==> src/rtl/itdp_pkg.sv <==
// ----------------------------------------------------------------------------
// itdp_pkg: shared types and constants of the decimal integer formatter
// Payload structs, register indexes, ASCII codes and the divide-by-ten factor.
// ----------------------------------------------------------------------------
`default_nettype none

package itdp_pkg;

	localparam int MAX_PRECISION_DEF = 63;

	localparam int CFG_IDX_W  = 2;
	localparam int CFG_DATA_W = 6;
	localparam int PREC_W     = 6;
	localparam int DIGIT_W    = 4;
	localparam int MAX_DIGITS = 10;
	localparam int ND_W       = 4;

	typedef enum logic [CFG_IDX_W-1:0] {
		REG_PRECISION_COUNT = 2'd0,
		REG_PRECISION_GIVEN = 2'd1,
		REG_PLUS_FLAG       = 2'd2,
		REG_BLANK_FLAG      = 2'd3
	} reg_idx_t;

	localparam logic [7:0] CH_ZERO  = 8'h30;
	localparam logic [7:0] CH_NINE  = 8'h39;
	localparam logic [7:0] CH_MINUS = 8'h2D;
	localparam logic [7:0] CH_PLUS  = 8'h2B;
	localparam logic [7:0] CH_BLANK = 8'h20;

	// ceil(2^35 / 10): floor(x * RECIP10 / 2^35) == x / 10 for all 32-bit x
	localparam logic [31:0] RECIP10    = 32'hCCCC_CCCD;
	localparam int          RECIP_SHIFT = 35;

	typedef struct packed {
		logic [31:0] value;
		logic        signed_mode;
	} in_t;

	typedef struct packed {
		logic [7:0] char_code;
		logic       is_sign;
		logic       show_sign;
		logic       last;
	} out_t;

endpackage

`default_nettype wire

==> src/rtl/itdp_div10.sv <==
// ----------------------------------------------------------------------------
// itdp_div10: shared divide-by-ten step
// Registers the quotient of a load by reciprocal multiply; the remainder is
// formed from the held dividend in the following cycle.
// ----------------------------------------------------------------------------
`default_nettype none

module itdp_div10
	import itdp_pkg::*;
(
	input  wire logic               clk,
	input  wire logic               load,
	input  wire logic [31:0]        dividend,
	output logic      [31:0]        quot,
	output logic      [DIGIT_W-1:0] rem
);

	logic [63:0] prod;
	logic [31:0] dividend_q;
	logic [31:0] quot_q;
	logic [31:0] quot_x10;
	logic [31:0] diff;

	assign prod = {32'd0, dividend} * {32'd0, RECIP10};

	always_ff @(posedge clk) begin
		if (load) begin
			dividend_q <= dividend;
			quot_q     <= {3'd0, prod[63:RECIP_SHIFT]};
		end
	end

	// q*10 as a shift-add
	assign quot_x10 = {quot_q[28:0], 3'd0} + {quot_q[30:0], 1'b0};
	assign diff     = dividend_q - quot_x10;
	assign quot     = quot_q;
	assign rem      = diff[DIGIT_W-1:0];

endmodule

`default_nettype wire

==> src/rtl/int_to_decimal_precision_format_unit.sv <==
// ----------------------------------------------------------------------------
// int_to_decimal_precision_format_unit: printf-style decimal integer formatter
// Converts one 32-bit value to a sign result followed by decimal digits, if any.
//
// Usage:
//   in channel : in_data (value, signed_mode) moves on a transfer when
//                in_valid is high and in_stall is low. in_stall stays high
//                from the transfer until the last result has been loaded.
//   out channel: one result per transfer (char_code, is_sign, show_sign,
//                last). The first result of a run is the sign; the last is
//                marked. out_data is held while out_stall is high.
//   cfg port   : cfg_we/cfg_index/cfg_data, write only while idle.
//   Timing     : digit extraction runs through one shared divide-by-ten
//                unit, a divide state then a remainder state per digit (nd
//                digits, 1 to 10). The sign is loaded next, then
//                max(precision, nd) digits, one digit per cycle while the
//                receiver does not stall. A stall holds the output
//                register and the sequencer waits.
//   Reset      : arst_n returns the sequencer to idle and clears the output
//                valid and all configuration registers to zero.
// ----------------------------------------------------------------------------
`default_nettype none

module int_to_decimal_precision_format_unit
	import itdp_pkg::*;
#(
	parameter int MAX_PRECISION = MAX_PRECISION_DEF
) (
	input  wire logic                  clk,
	input  wire logic                  arst_n,
	input  wire logic                  in_valid,
	output logic                       in_stall,
	input  wire in_t                   in_data,
	output logic                       out_valid,
	input  wire logic                  out_stall,
	output out_t                       out_data,
	input  wire logic                  cfg_we,
	input  wire logic [CFG_IDX_W-1:0]  cfg_index,
	input  wire logic [CFG_DATA_W-1:0] cfg_data
);

	// position counter width: covers the saturated precision, and ten digits when MAX_PRECISION is 8 or more
	localparam int CW = $clog2(MAX_PRECISION + 1);
	// compare width for saturating the precision register
	localparam int SW = (CW > PREC_W) ? CW : PREC_W;
	localparam logic [SW-1:0] MAX_PREC_S = SW'(MAX_PRECISION);

	typedef enum logic [4:0] {
		ST_IDLE = 5'b00001,
		ST_DIV  = 5'b00010,
		ST_REM  = 5'b00100,
		ST_SIGN = 5'b01000,
		ST_DIGS = 5'b10000
	} state_t;

	state_t state_q;

	// configuration
	logic [PREC_W-1:0] precision_count_q;
	logic              precision_given_q;
	logic              plus_flag_q;
	logic              blank_flag_q;

	// per-item working registers
	logic [31:0]        mag_q;
	logic [7:0]         sign_ch_q;
	logic               show_q;
	logic               zero_case_q;
	logic [ND_W-1:0]    nd_q;
	logic [DIGIT_W-1:0] digs_q [MAX_DIGITS];
	logic [CW-1:0]      pos_q;

	logic               out_valid_q;
	out_t               out_q;

	logic               in_xfer;
	logic               can_load;
	logic               neg;
	logic [31:0]        quot;
	logic [DIGIT_W-1:0] rem;
	logic [SW-1:0]      prec_ext;
	logic [SW-1:0]      prec_sat;
	logic [SW-1:0]      nd_ext;
	logic [SW-1:0]      total;
	logic [CW-1:0]      nd_cw;
	logic [DIGIT_W-1:0] cur_digit;

	assign in_stall  = (state_q != ST_IDLE);
	assign in_xfer   = in_valid && !in_stall;
	assign can_load  = !out_valid_q || !out_stall;
	assign out_valid = out_valid_q;
	assign out_data  = out_q;

	assign neg = in_data.signed_mode && in_data.value[31];

	// shared divide-by-ten unit
	itdp_div10 u_div10 (
		.clk      (clk),
		.load     (state_q == ST_DIV),
		.dividend (mag_q),
		.quot     (quot),
		.rem      (rem)
	);

	// run length: precision clipped to the maximum, never below the digit count
	assign prec_ext = SW'(precision_count_q);
	assign prec_sat = (prec_ext > MAX_PREC_S) ? MAX_PREC_S : prec_ext;
	assign nd_ext   = SW'(nd_q);
	assign total    = (prec_sat > nd_ext) ? prec_sat : nd_ext;

	// padding zeros above the extracted digits
	assign nd_cw     = CW'(nd_q);
	assign cur_digit = (pos_q < nd_cw) ? digs_q[pos_q[ND_W-1:0]] : '0;

	// configuration writes
	always_ff @(posedge clk or negedge arst_n) begin
		if (!arst_n) begin
			precision_count_q <= '0;
			precision_given_q <= 1'b0;
			plus_flag_q       <= 1'b0;
			blank_flag_q      <= 1'b0;
		end else if (cfg_we) begin
			unique case (reg_idx_t'(cfg_index))
				REG_PRECISION_COUNT: precision_count_q <= cfg_data[PREC_W-1:0];
				REG_PRECISION_GIVEN: precision_given_q <= cfg_data[0];
				REG_PLUS_FLAG:       plus_flag_q       <= cfg_data[0];
				REG_BLANK_FLAG:      blank_flag_q      <= cfg_data[0];
				default: ;
			endcase
		end
	end

	// sequencer
	always_ff @(posedge clk or negedge arst_n) begin
		if (!arst_n) begin
			state_q     <= ST_IDLE;
			out_valid_q <= 1'b0;
		end else begin
			// drop the output once it has been taken
			if (out_valid_q && !out_stall) begin
				out_valid_q <= 1'b0;
			end
			unique case (state_q)
				ST_IDLE: begin
					if (in_xfer) begin
						// an explicit zero precision on a zero value skips the digits
						if (in_data.value == 32'd0 && precision_given_q &&
							precision_count_q == '0) begin
							state_q <= ST_SIGN;
						end else begin
							state_q <= ST_DIV;
						end
					end
				end
				ST_DIV: begin
					state_q <= ST_REM;
				end
				ST_REM: begin
					if (quot == 32'd0 || nd_q == ND_W'(MAX_DIGITS - 1)) begin
						state_q <= ST_SIGN;
					end else begin
						state_q <= ST_DIV;
					end
				end
				ST_SIGN: begin
					if (can_load) begin
						out_valid_q <= 1'b1;
						state_q     <= zero_case_q ? ST_IDLE : ST_DIGS;
					end
				end
				ST_DIGS: begin
					if (can_load) begin
						out_valid_q <= 1'b1;
						if (pos_q == '0) begin
							state_q <= ST_IDLE;
						end
					end
				end
				default: state_q <= ST_IDLE;
			endcase
		end
	end

	// datapath registers
	always_ff @(posedge clk) begin
		unique case (state_q)
			ST_IDLE: begin
				if (in_xfer) begin
					mag_q <= neg ? (32'd0 - in_data.value) : in_data.value;
					if (neg) begin
						sign_ch_q <= CH_MINUS;
					end else if (in_data.signed_mode && blank_flag_q && !plus_flag_q) begin
						sign_ch_q <= CH_BLANK;
					end else begin
						sign_ch_q <= CH_PLUS;
					end
					show_q      <= in_data.signed_mode && (neg || plus_flag_q || blank_flag_q);
					zero_case_q <= (in_data.value == 32'd0) && precision_given_q &&
						(precision_count_q == '0);
					nd_q        <= '0;
				end
			end
			ST_DIV: ;
			ST_REM: begin
				// store the next digit, least significant first
				digs_q[nd_q] <= rem;
				nd_q         <= nd_q + ND_W'(1);
				mag_q        <= quot;
			end
			ST_SIGN: begin
				if (can_load) begin
					out_q.char_code <= sign_ch_q;
					out_q.is_sign   <= 1'b1;
					out_q.show_sign <= show_q;
					out_q.last      <= zero_case_q;
					pos_q           <= CW'(total - SW'(1));
				end
			end
			ST_DIGS: begin
				if (can_load) begin
					out_q.char_code <= CH_ZERO + {4'd0, cur_digit};
					out_q.is_sign   <= 1'b0;
					out_q.show_sign <= 1'b0;
					out_q.last      <= (pos_q == '0);
					pos_q           <= pos_q - CW'(1);
				end
			end
			default: ;
		endcase
	end

`ifndef ASSERT_OFF
	// no new item is taken until the run is finished
	a_busy_after_xfer: assert property (@(posedge clk) disable iff (!arst_n)
		in_xfer |=> in_stall)
		else $error("input taken while a run is in progress");

	// digit extraction never exceeds ten digits
	a_digit_count: assert property (@(posedge clk) disable iff (!arst_n)
		(state_q == ST_REM) |-> (nd_q < ND_W'(MAX_DIGITS)))
		else $error("digit store overrun");

	// a sign result carries one of the three sign characters
	a_sign_char: assert property (@(posedge clk) disable iff (!arst_n)
		(out_valid && out_data.is_sign) |->
		(out_data.char_code == CH_MINUS || out_data.char_code == CH_PLUS ||
		 out_data.char_code == CH_BLANK))
		else $error("bad sign character");

	// a digit result is a decimal digit with no sign shown
	a_digit_char: assert property (@(posedge clk) disable iff (!arst_n)
		(out_valid && !out_data.is_sign) |->
		(out_data.char_code >= CH_ZERO && out_data.char_code <= CH_NINE &&
		 !out_data.show_sign))
		else $error("bad digit result");
`endif

endmodule

`default_nettype wire
==> config.mk <==
export PLATFORM = sky130hd
export DESIGN_NAME = int_to_decimal_precision_format_unit
export DESIGN_NICKNAME = d
export VERILOG_FILES = /design/src/rtl/itdp_pkg.sv /design/src/rtl/itdp_div10.sv /design/src/rtl/int_to_decimal_precision_format_unit.sv
export SDC_FILE = /design/constraint.sdc
export NUM_CORES = 1
export LEC_CHECK = 0
export ABC_CLOCK_PERIOD_IN_PS = 7900
export BUFFER_PORTS_ARGS = -buffer_cell sky130_fd_sc_hd__buf_2
export CORE_UTILIZATION = 50
export CTS_BUF_LIST = sky130_fd_sc_hd__clkbuf_2
export CTS_CLUSTER_SIZE = 8
export DETAILED_ROUTE_END_ITERATION = 16
export PLACE_DENSITY_LB_ADDON = 0.3
export REMOVE_ABC_BUFFERS = 1
export SKIP_CTS_REPAIR_TIMING = 1
export SLEW_MARGIN = 20
export SYNTH_ARGS = -nofsm -noshare
export SYNTH_HDL_FRONTEND = slang
export SYNTH_SLANG_ARGS = --single-unit
==> constraint.sdc <==
create_clock -name clk -period 7.9 [get_ports clk]
set_input_delay 1.185 -clock clk [delete_from_list [all_inputs] [get_ports clk]]
set_output_delay 1.185 -clock clk [all_outputs]
set_load 0.02 [all_outputs]
==> metrics, run 1 <==
Worst-path clk slew 0.33 ns; io pins about 60; die area around 49000 sq um; Worst Path Buf+Inv 4; post-synth cell types 82; CP max stage delay just over 0.6 ns; minimum clock period between 7 and 8 ns; register bit count reported by yosys roughly 150; Via density around 5.7; fin worst setup slack approximately 0.18 ns; Final Wtd Congestion ~1.0; final hold vios 0; DR WL/cell 23.3 um; CP Capture Type register; Top FF cell, synth edfxtp_1; IO buf count between 50 and 60; CTS tree done; FMAX 0.130 GHz; CTS buffer count 17; Finished Cell Area 25700 sq um; outcome finished clean; sequential area share after synthesis 0.178; crit-path cells ha_1 > inv_1 > fa_1 > inv_1 > fa_1 > inv_1 > fa_1 > inv_1 > fa_1 > fa_1 > fa_1 > fa_1 > ha_1 > nand2_1 > or4_1 > a221oi_1 > o21ai_1 > a21oi_2 > nand4bb_1 > nand4_1; average cell area after synthesis between 10 and 15 sq um; clk_lat worst skew approximately 0.9 ns; Net count, final 3191; Synth Warn # 0; Area growth, synth to finish 6.32%; worst hold margin ~0.23 ns; worst r2r dst u_div10.quot[28]; antenna violations before repair 1; placed instance area roughly 25000 sq um; r2r startpoint mag_q[16]; layout cells sized above 1 0.0764; number of synthesized flops with an enable pin ~130; first-pass GRT wire length between 100000 and 150000 um; setup_tns 0 ns; core area between 40000 and 50000 sq um; CP Class reg2reg; Post-Syn Instances between 2000 and 2500; Clk Tree Root Cell clkbuf_2; Sink Count ~150; DR iter-0 viols 1627; setup violators final 0; starting density of the core 0.507; Worst-Margin Slew between 0.9 and 1 ns; Pins Over Slew Limit 0; Final HPWL DP 61700 um; Core Rows 80; Reg2Reg Setup Slack 0.18 ns; top cells by area, synth fa_1 (32%), ha_1 (19%), edfxtp_1 (16%); Remaining DRCs 0; cell mode on critical path fa_1; dpl ws ~0.23 ns; HP Class in2async; # Max-Cap Violations 0; crit path launch mag_q[16]; critical path peak fanout 6; reg2reg path depth 20; Final period util 0.977; most common cell in the netlist inv_1; family with the most delay on the worst path adder cells; post-route ant nets 0; ys async rst share 0.102; Rel. slew slack 0.395; share of the synthesized area in the top cell type 0.320; number of global-route vias before repair 18500; GRT Residual Overflow 0; GR Util All Layers 0.299; critical path data arrival time between 8 and 9 ns; largest net degree at the start of global routing slightly above 70; Layout Skew between 0.1 and 0.15 ns; Worst EP required between 8 and 9 ns; Chip Height about 220 um; total wire length 70500 um; synth cell count leaders inv_1 (550), fa_1 (386), ha_1 (363), nand2_1 (130), edfxtp_1 (128); Setup crit start kind register; cell type with the largest total area after synthesis fa_1; Max H-tree Level 4; chip width approximately 220 um; via count ~17000; fillers 4252; Bufs on Longest Clock Path 2; Synth Cell Area about 24000 sq um; 1st-pass router iterations 6; Worst path slowest cell edfxtp_1
[worst max path at each step]
stage	end	slack, ns	cells after the start
detailed placement	u_div10.quot[28]	0.23	20
global placement	u_div10.quot[27]	0.34	24
global route	u_div10.quot[27]	-0.002	20
finish	u_div10.quot[28]	0.18	20
floorplan	u_div10.quot[27]	1.04	23
CTS	u_div10.quot[27]	0.14	24
[cell type report]
type,instances,area (sq um),share of cell area
antenna,1,2.50,0.0000975
clock buffer,17,85.1,0.00331
clock inverter,15,189,0.00736
inverter,552,2070,0.0807
multi-input combinational,1574,17600,0.686
sequential,147,4300,0.168
tap,615,769,0.0300
timing repair buffer,104,643,0.0251
[logic make-up after synthesis]
kind of cell / after synthesis / share of synthesized area
AO/OA/AOI/OAI: 320 / 0.0836
XOR/XNOR: 115 / 0.0417
adder cells (fa/ha/maj): 749 / 0.508
buffers and inverters: 601 / 0.0948
flip-flops: 147 / 0.178
multiplexers: 30 / 0.0172
other: 2 / 0.000311
AND/OR/NAND/NOR: 357 / 0.0761
[worst reg2reg max path, cell delays in order, from the launching register on]
cell	delay [ns]
edfxtp_1	0.61
ha_1	0.54
inv_1	0.15
fa_1	0.52
inv_1	0.05
fa_1	0.49
inv_1	0.05
fa_1	0.52
inv_1	0.06
fa_1	0.57
fa_1	0.43
fa_1	0.51
fa_1	0.42
ha_1	0.40
nand2_1	0.14
or4_1	0.59
a221oi_1	0.51
o21ai_1	0.25
a21oi_2	0.36
nand4bb_1	0.18
nand4_1	0.12
[registers in the layout, summed over array words and instances (netlist names), named ones only]
name	cells
blank_flag_q	1
digs_q	40
mag_q	32
nd_q	4
out_data	8
out_valid	1
plus_flag_q	1
pos_q	6
prec_ext	6
precision_given_q	1
show_q	1
sign_ch_q	3
state_q	5
u_div10.dividend_q	4
u_div10.quot	29
zero_case_q	1
[placed cells by master (no fill, tap or decap), types with 6 or more instances in the layout]
| master | instances |
|---|---|
| inv_1 | 550 |
| fa_1 | 386 |
| ha_1 | 360 |
| nand2_1 | 130 |
| edfxtp_1 | 128 |
| a21oi_1 | 87 |
| xor2_1 | 65 |
| o21ai_0 | 55 |
| nor2_1 | 55 |
| buf_2 | 55 |
| xnor2_1 | 49 |
| buf_4 | 49 |
| a21o_1 | 38 |
| o21ai_1 | 32 |
| nand3_1 | 26 |
| nand4_1 | 24 |
| nor3_1 | 19 |
| clkbuf_2 | 17 |
| and2_1 | 15 |
| dfrtp_1 | 14 |
| nor4_1 | 13 |
| o31ai_1 | 12 |
| mux2i_1 | 11 |
| o211ai_1 | 11 |
| and4_1 | 11 |
| o21bai_1 | 11 |
| o22ai_1 | 10 |
| a31oi_1 | 10 |
| mux2_2 | 10 |
| and3_1 | 9 |
| a211oi_1 | 8 |
| nand2b_1 | 8 |
| mux4_2 | 8 |
| or3_1 | 7 |
| nor3b_1 | 6 |
| nor2b_1 | 6 |
| or4_1 | 6 |
| inv_8 | 6 |
[through the flow]
step,utilization,std cells
finish,0.539,3025
global route,0.539,3025
detailed placement,0.532,2990
global placement,0.532,2990
floorplan,-,2273
CTS,0.538,3022
[routing by layer]
metal | track usage | vias to the layer above | part of all wire
met5 | 0 | - | 0
li1 | - | 7743 | -
met3 | 0.0370 | 144 | 0.063
met2 | 0.467 | 681 | 0.45
met4 | 0.156 | 0 | 0.058
met1 | 0.412 | 8665 | 0.43
Power of run 1 is not shown: default switching activity piles up to over one toggle a cycle in this logic, so the estimate is an artifact.
==> run 2, diff against run 1 <==
- CTS_BUF_LIST: sky130_fd_sc_hd__clkbuf_2 -> unset
==> run 2 against run 1 <==
- first-iteration DRC count is 1.4% lower
- routed wire length hardly changed
- fmax rose by 1.2%
- via count is 0.37% higher
- final cell count hardly changed
- highest routed layer unchanged
- flip-flop and latch count is the same
- register-to-register slack gained 0.09 ns
==> metrics, run 2 (synthesized netlist as in run 1, its figures left out) <==
CP Capture Type register; minimum clock period 7.63 ns (-0.0948 ns); most frequent cells in the layout inv_1 (550), fa_1 (386), ha_1 (360); critical path depth in cells 20 (unchanged); antenna violations before repair 0 (-1); cell mode on critical path fa_1; Clk Tree Root Cell clkbuf_16; WHS Path Cells 1; FMAX 0.131 GHz (+1.2%); 1st-pass router iterations 6 (unchanged); max reg flops 40 (unchanged); fillers 4205 (-1.1%); chip width 222 um (unchanged); Remaining DRCs 0 (unchanged); die area 49200 sq um (unchanged); Sink Count 147 (unchanged); post-route ant nets 0 (unchanged); Area growth, synth to finish 7.62%; Final HPWL DP 61700 um (unchanged); layout cells sized above 1 0.0752 (-0.00118); core area 47600 sq um (unchanged); Core Rows 80 (unchanged); starting density of the core 0.507 (unchanged); setup violators final 0 (unchanged); dpl ws 0.232 ns (unchanged); multi-input logic area 17600 sq um (about the same); Worst-path clk slew 0.08 ns (-0.25 ns); Final period util 0.965 (-0.0120); Rel. slew slack 0.416 (+0.0209); CP max stage delay 0.58 ns (-0.03 ns); Pins Over Slew Limit 0 (unchanged); Max H-tree Level 4 (unchanged); Chip Height 222 um (unchanged); Setup crit start kind register; Worst EP required 8.08 ns (-0.41 ns); DR iter-0 viols 1604 (-1.4%); total wire length 70500 um (about the same); Layout Skew 0.0295 ns (-0.0831 ns); largest net degree at the start of global routing 72 (unchanged); Net count, final 3189 (-0.063%); DR WL/cell 23.3 um (about the same); number of global-route vias before repair 18600 (+0.44%); io pins 59 (unchanged); GRT Residual Overflow 0 (unchanged); clk_lat worst skew 0.46 ns (-0.42 ns); CTS buffer count 17 (unchanged); critical path peak fanout 6 (unchanged); CTS tree done; critical path data arrival time 7.81 ns (-0.50 ns); most common cell after layout, fill and taps aside inv_1; CP Class reg2reg; Worst Path Buf+Inv 4 (unchanged); final hold vios 0 (unchanged); FF+latch area 4300 sq um (unchanged); Via density 5.72 (+0.47%); via count 17300 (+0.37%); setup_tns 0 ns (unchanged); Worst-Margin Slew 0.870 ns (-0.0357 ns); HP Class reg2reg; Biggest register digs_q; Worst path slowest cell or4_1; GR Util All Layers 0.300 (+0.000587); # diodes 0 (-1); # Max-Cap Violations 0 (unchanged); first-pass GRT wire length 109000 um (-0.26%); outcome finished clean; reg2reg path depth 20 (unchanged); family with the most delay on the worst path adder cells; fin worst setup slack 0.274 ns (+0.0948 ns); Bufs on Longest Clock Path 2 (unchanged); crit-path cells ha_1 > inv_1 > fa_1 > inv_1 > fa_1 > inv_1 > fa_1 > inv_1 > fa_1 > fa_1 > fa_1 > fa_1 > ha_1 > nand2_1 > or4_1 > a221oi_1 > o21ai_1 > a21oi_2 > nand4bb_1 > nand4_1; IO buf count 55 (unchanged); Final Wtd Congestion 1.02 (unchanged)
[run 2: per-layer routing]
layer,wire (um),vias to the layer above,global-route usage
met5,0,-,0
met1,30000,8734,0.407
met4,4040,0,0.159
met2,31800,680,0.468
met3,4540,140,0.0431
li1,-,7743,-
[run 2: final timing paths]
path	slack (ns)	from	to
worst max-delay path	0.27	mag_q[16]	u_div10.quot[28]
worst min-delay path	0.51	state_q[4]	state_q[2]
worst min register to register	0.51	state_q[4]	state_q[2]
max in group asynchronous	6.94	arst_n	state_q[0]
min in group asynchronous	0.65	arst_n	plus_flag_q
worst max register to register	0.27	mag_q[16]	u_div10.quot[28]
[run 2: final cells by class]
cell class,count,area share
clock buffers,17,0.0164
clock inverters,15,0.00727
inverters,552,0.0797
multi-input cells,1574,0.677
flip-flops and latches,147,0.165
well taps,615,0.0296
repair buffers,102,0.0242
[run 2: metrics by stage]
step,instance area (sq um),cells,hold WS [ns],utilization
floorplan,23900,2273,0.444,-
global placement,25400,2990,0.482,0.532
detailed placement,25400,2990,0.500,0.532
CTS,26000,3022,0.507,0.545
global route,26000,3022,0.530,0.545
finish,26000,3022,0.506,0.545
[run 2: worst reg2reg max path, delay by kind of cell (launching register included)]
| kind | cells | cell delay, ns |
|---|---|---|
| AOI/OAI and AO/OA | 3 | 1.13 |
| adders and majority gates | 9 | 4.38 |
| buffers and inverters | 4 | 0.31 |
| DFF | 1 | 0.54 |
| and+or+nand+nor | 4 | 1.01 |
Power of run 2 is left out for the same reason.
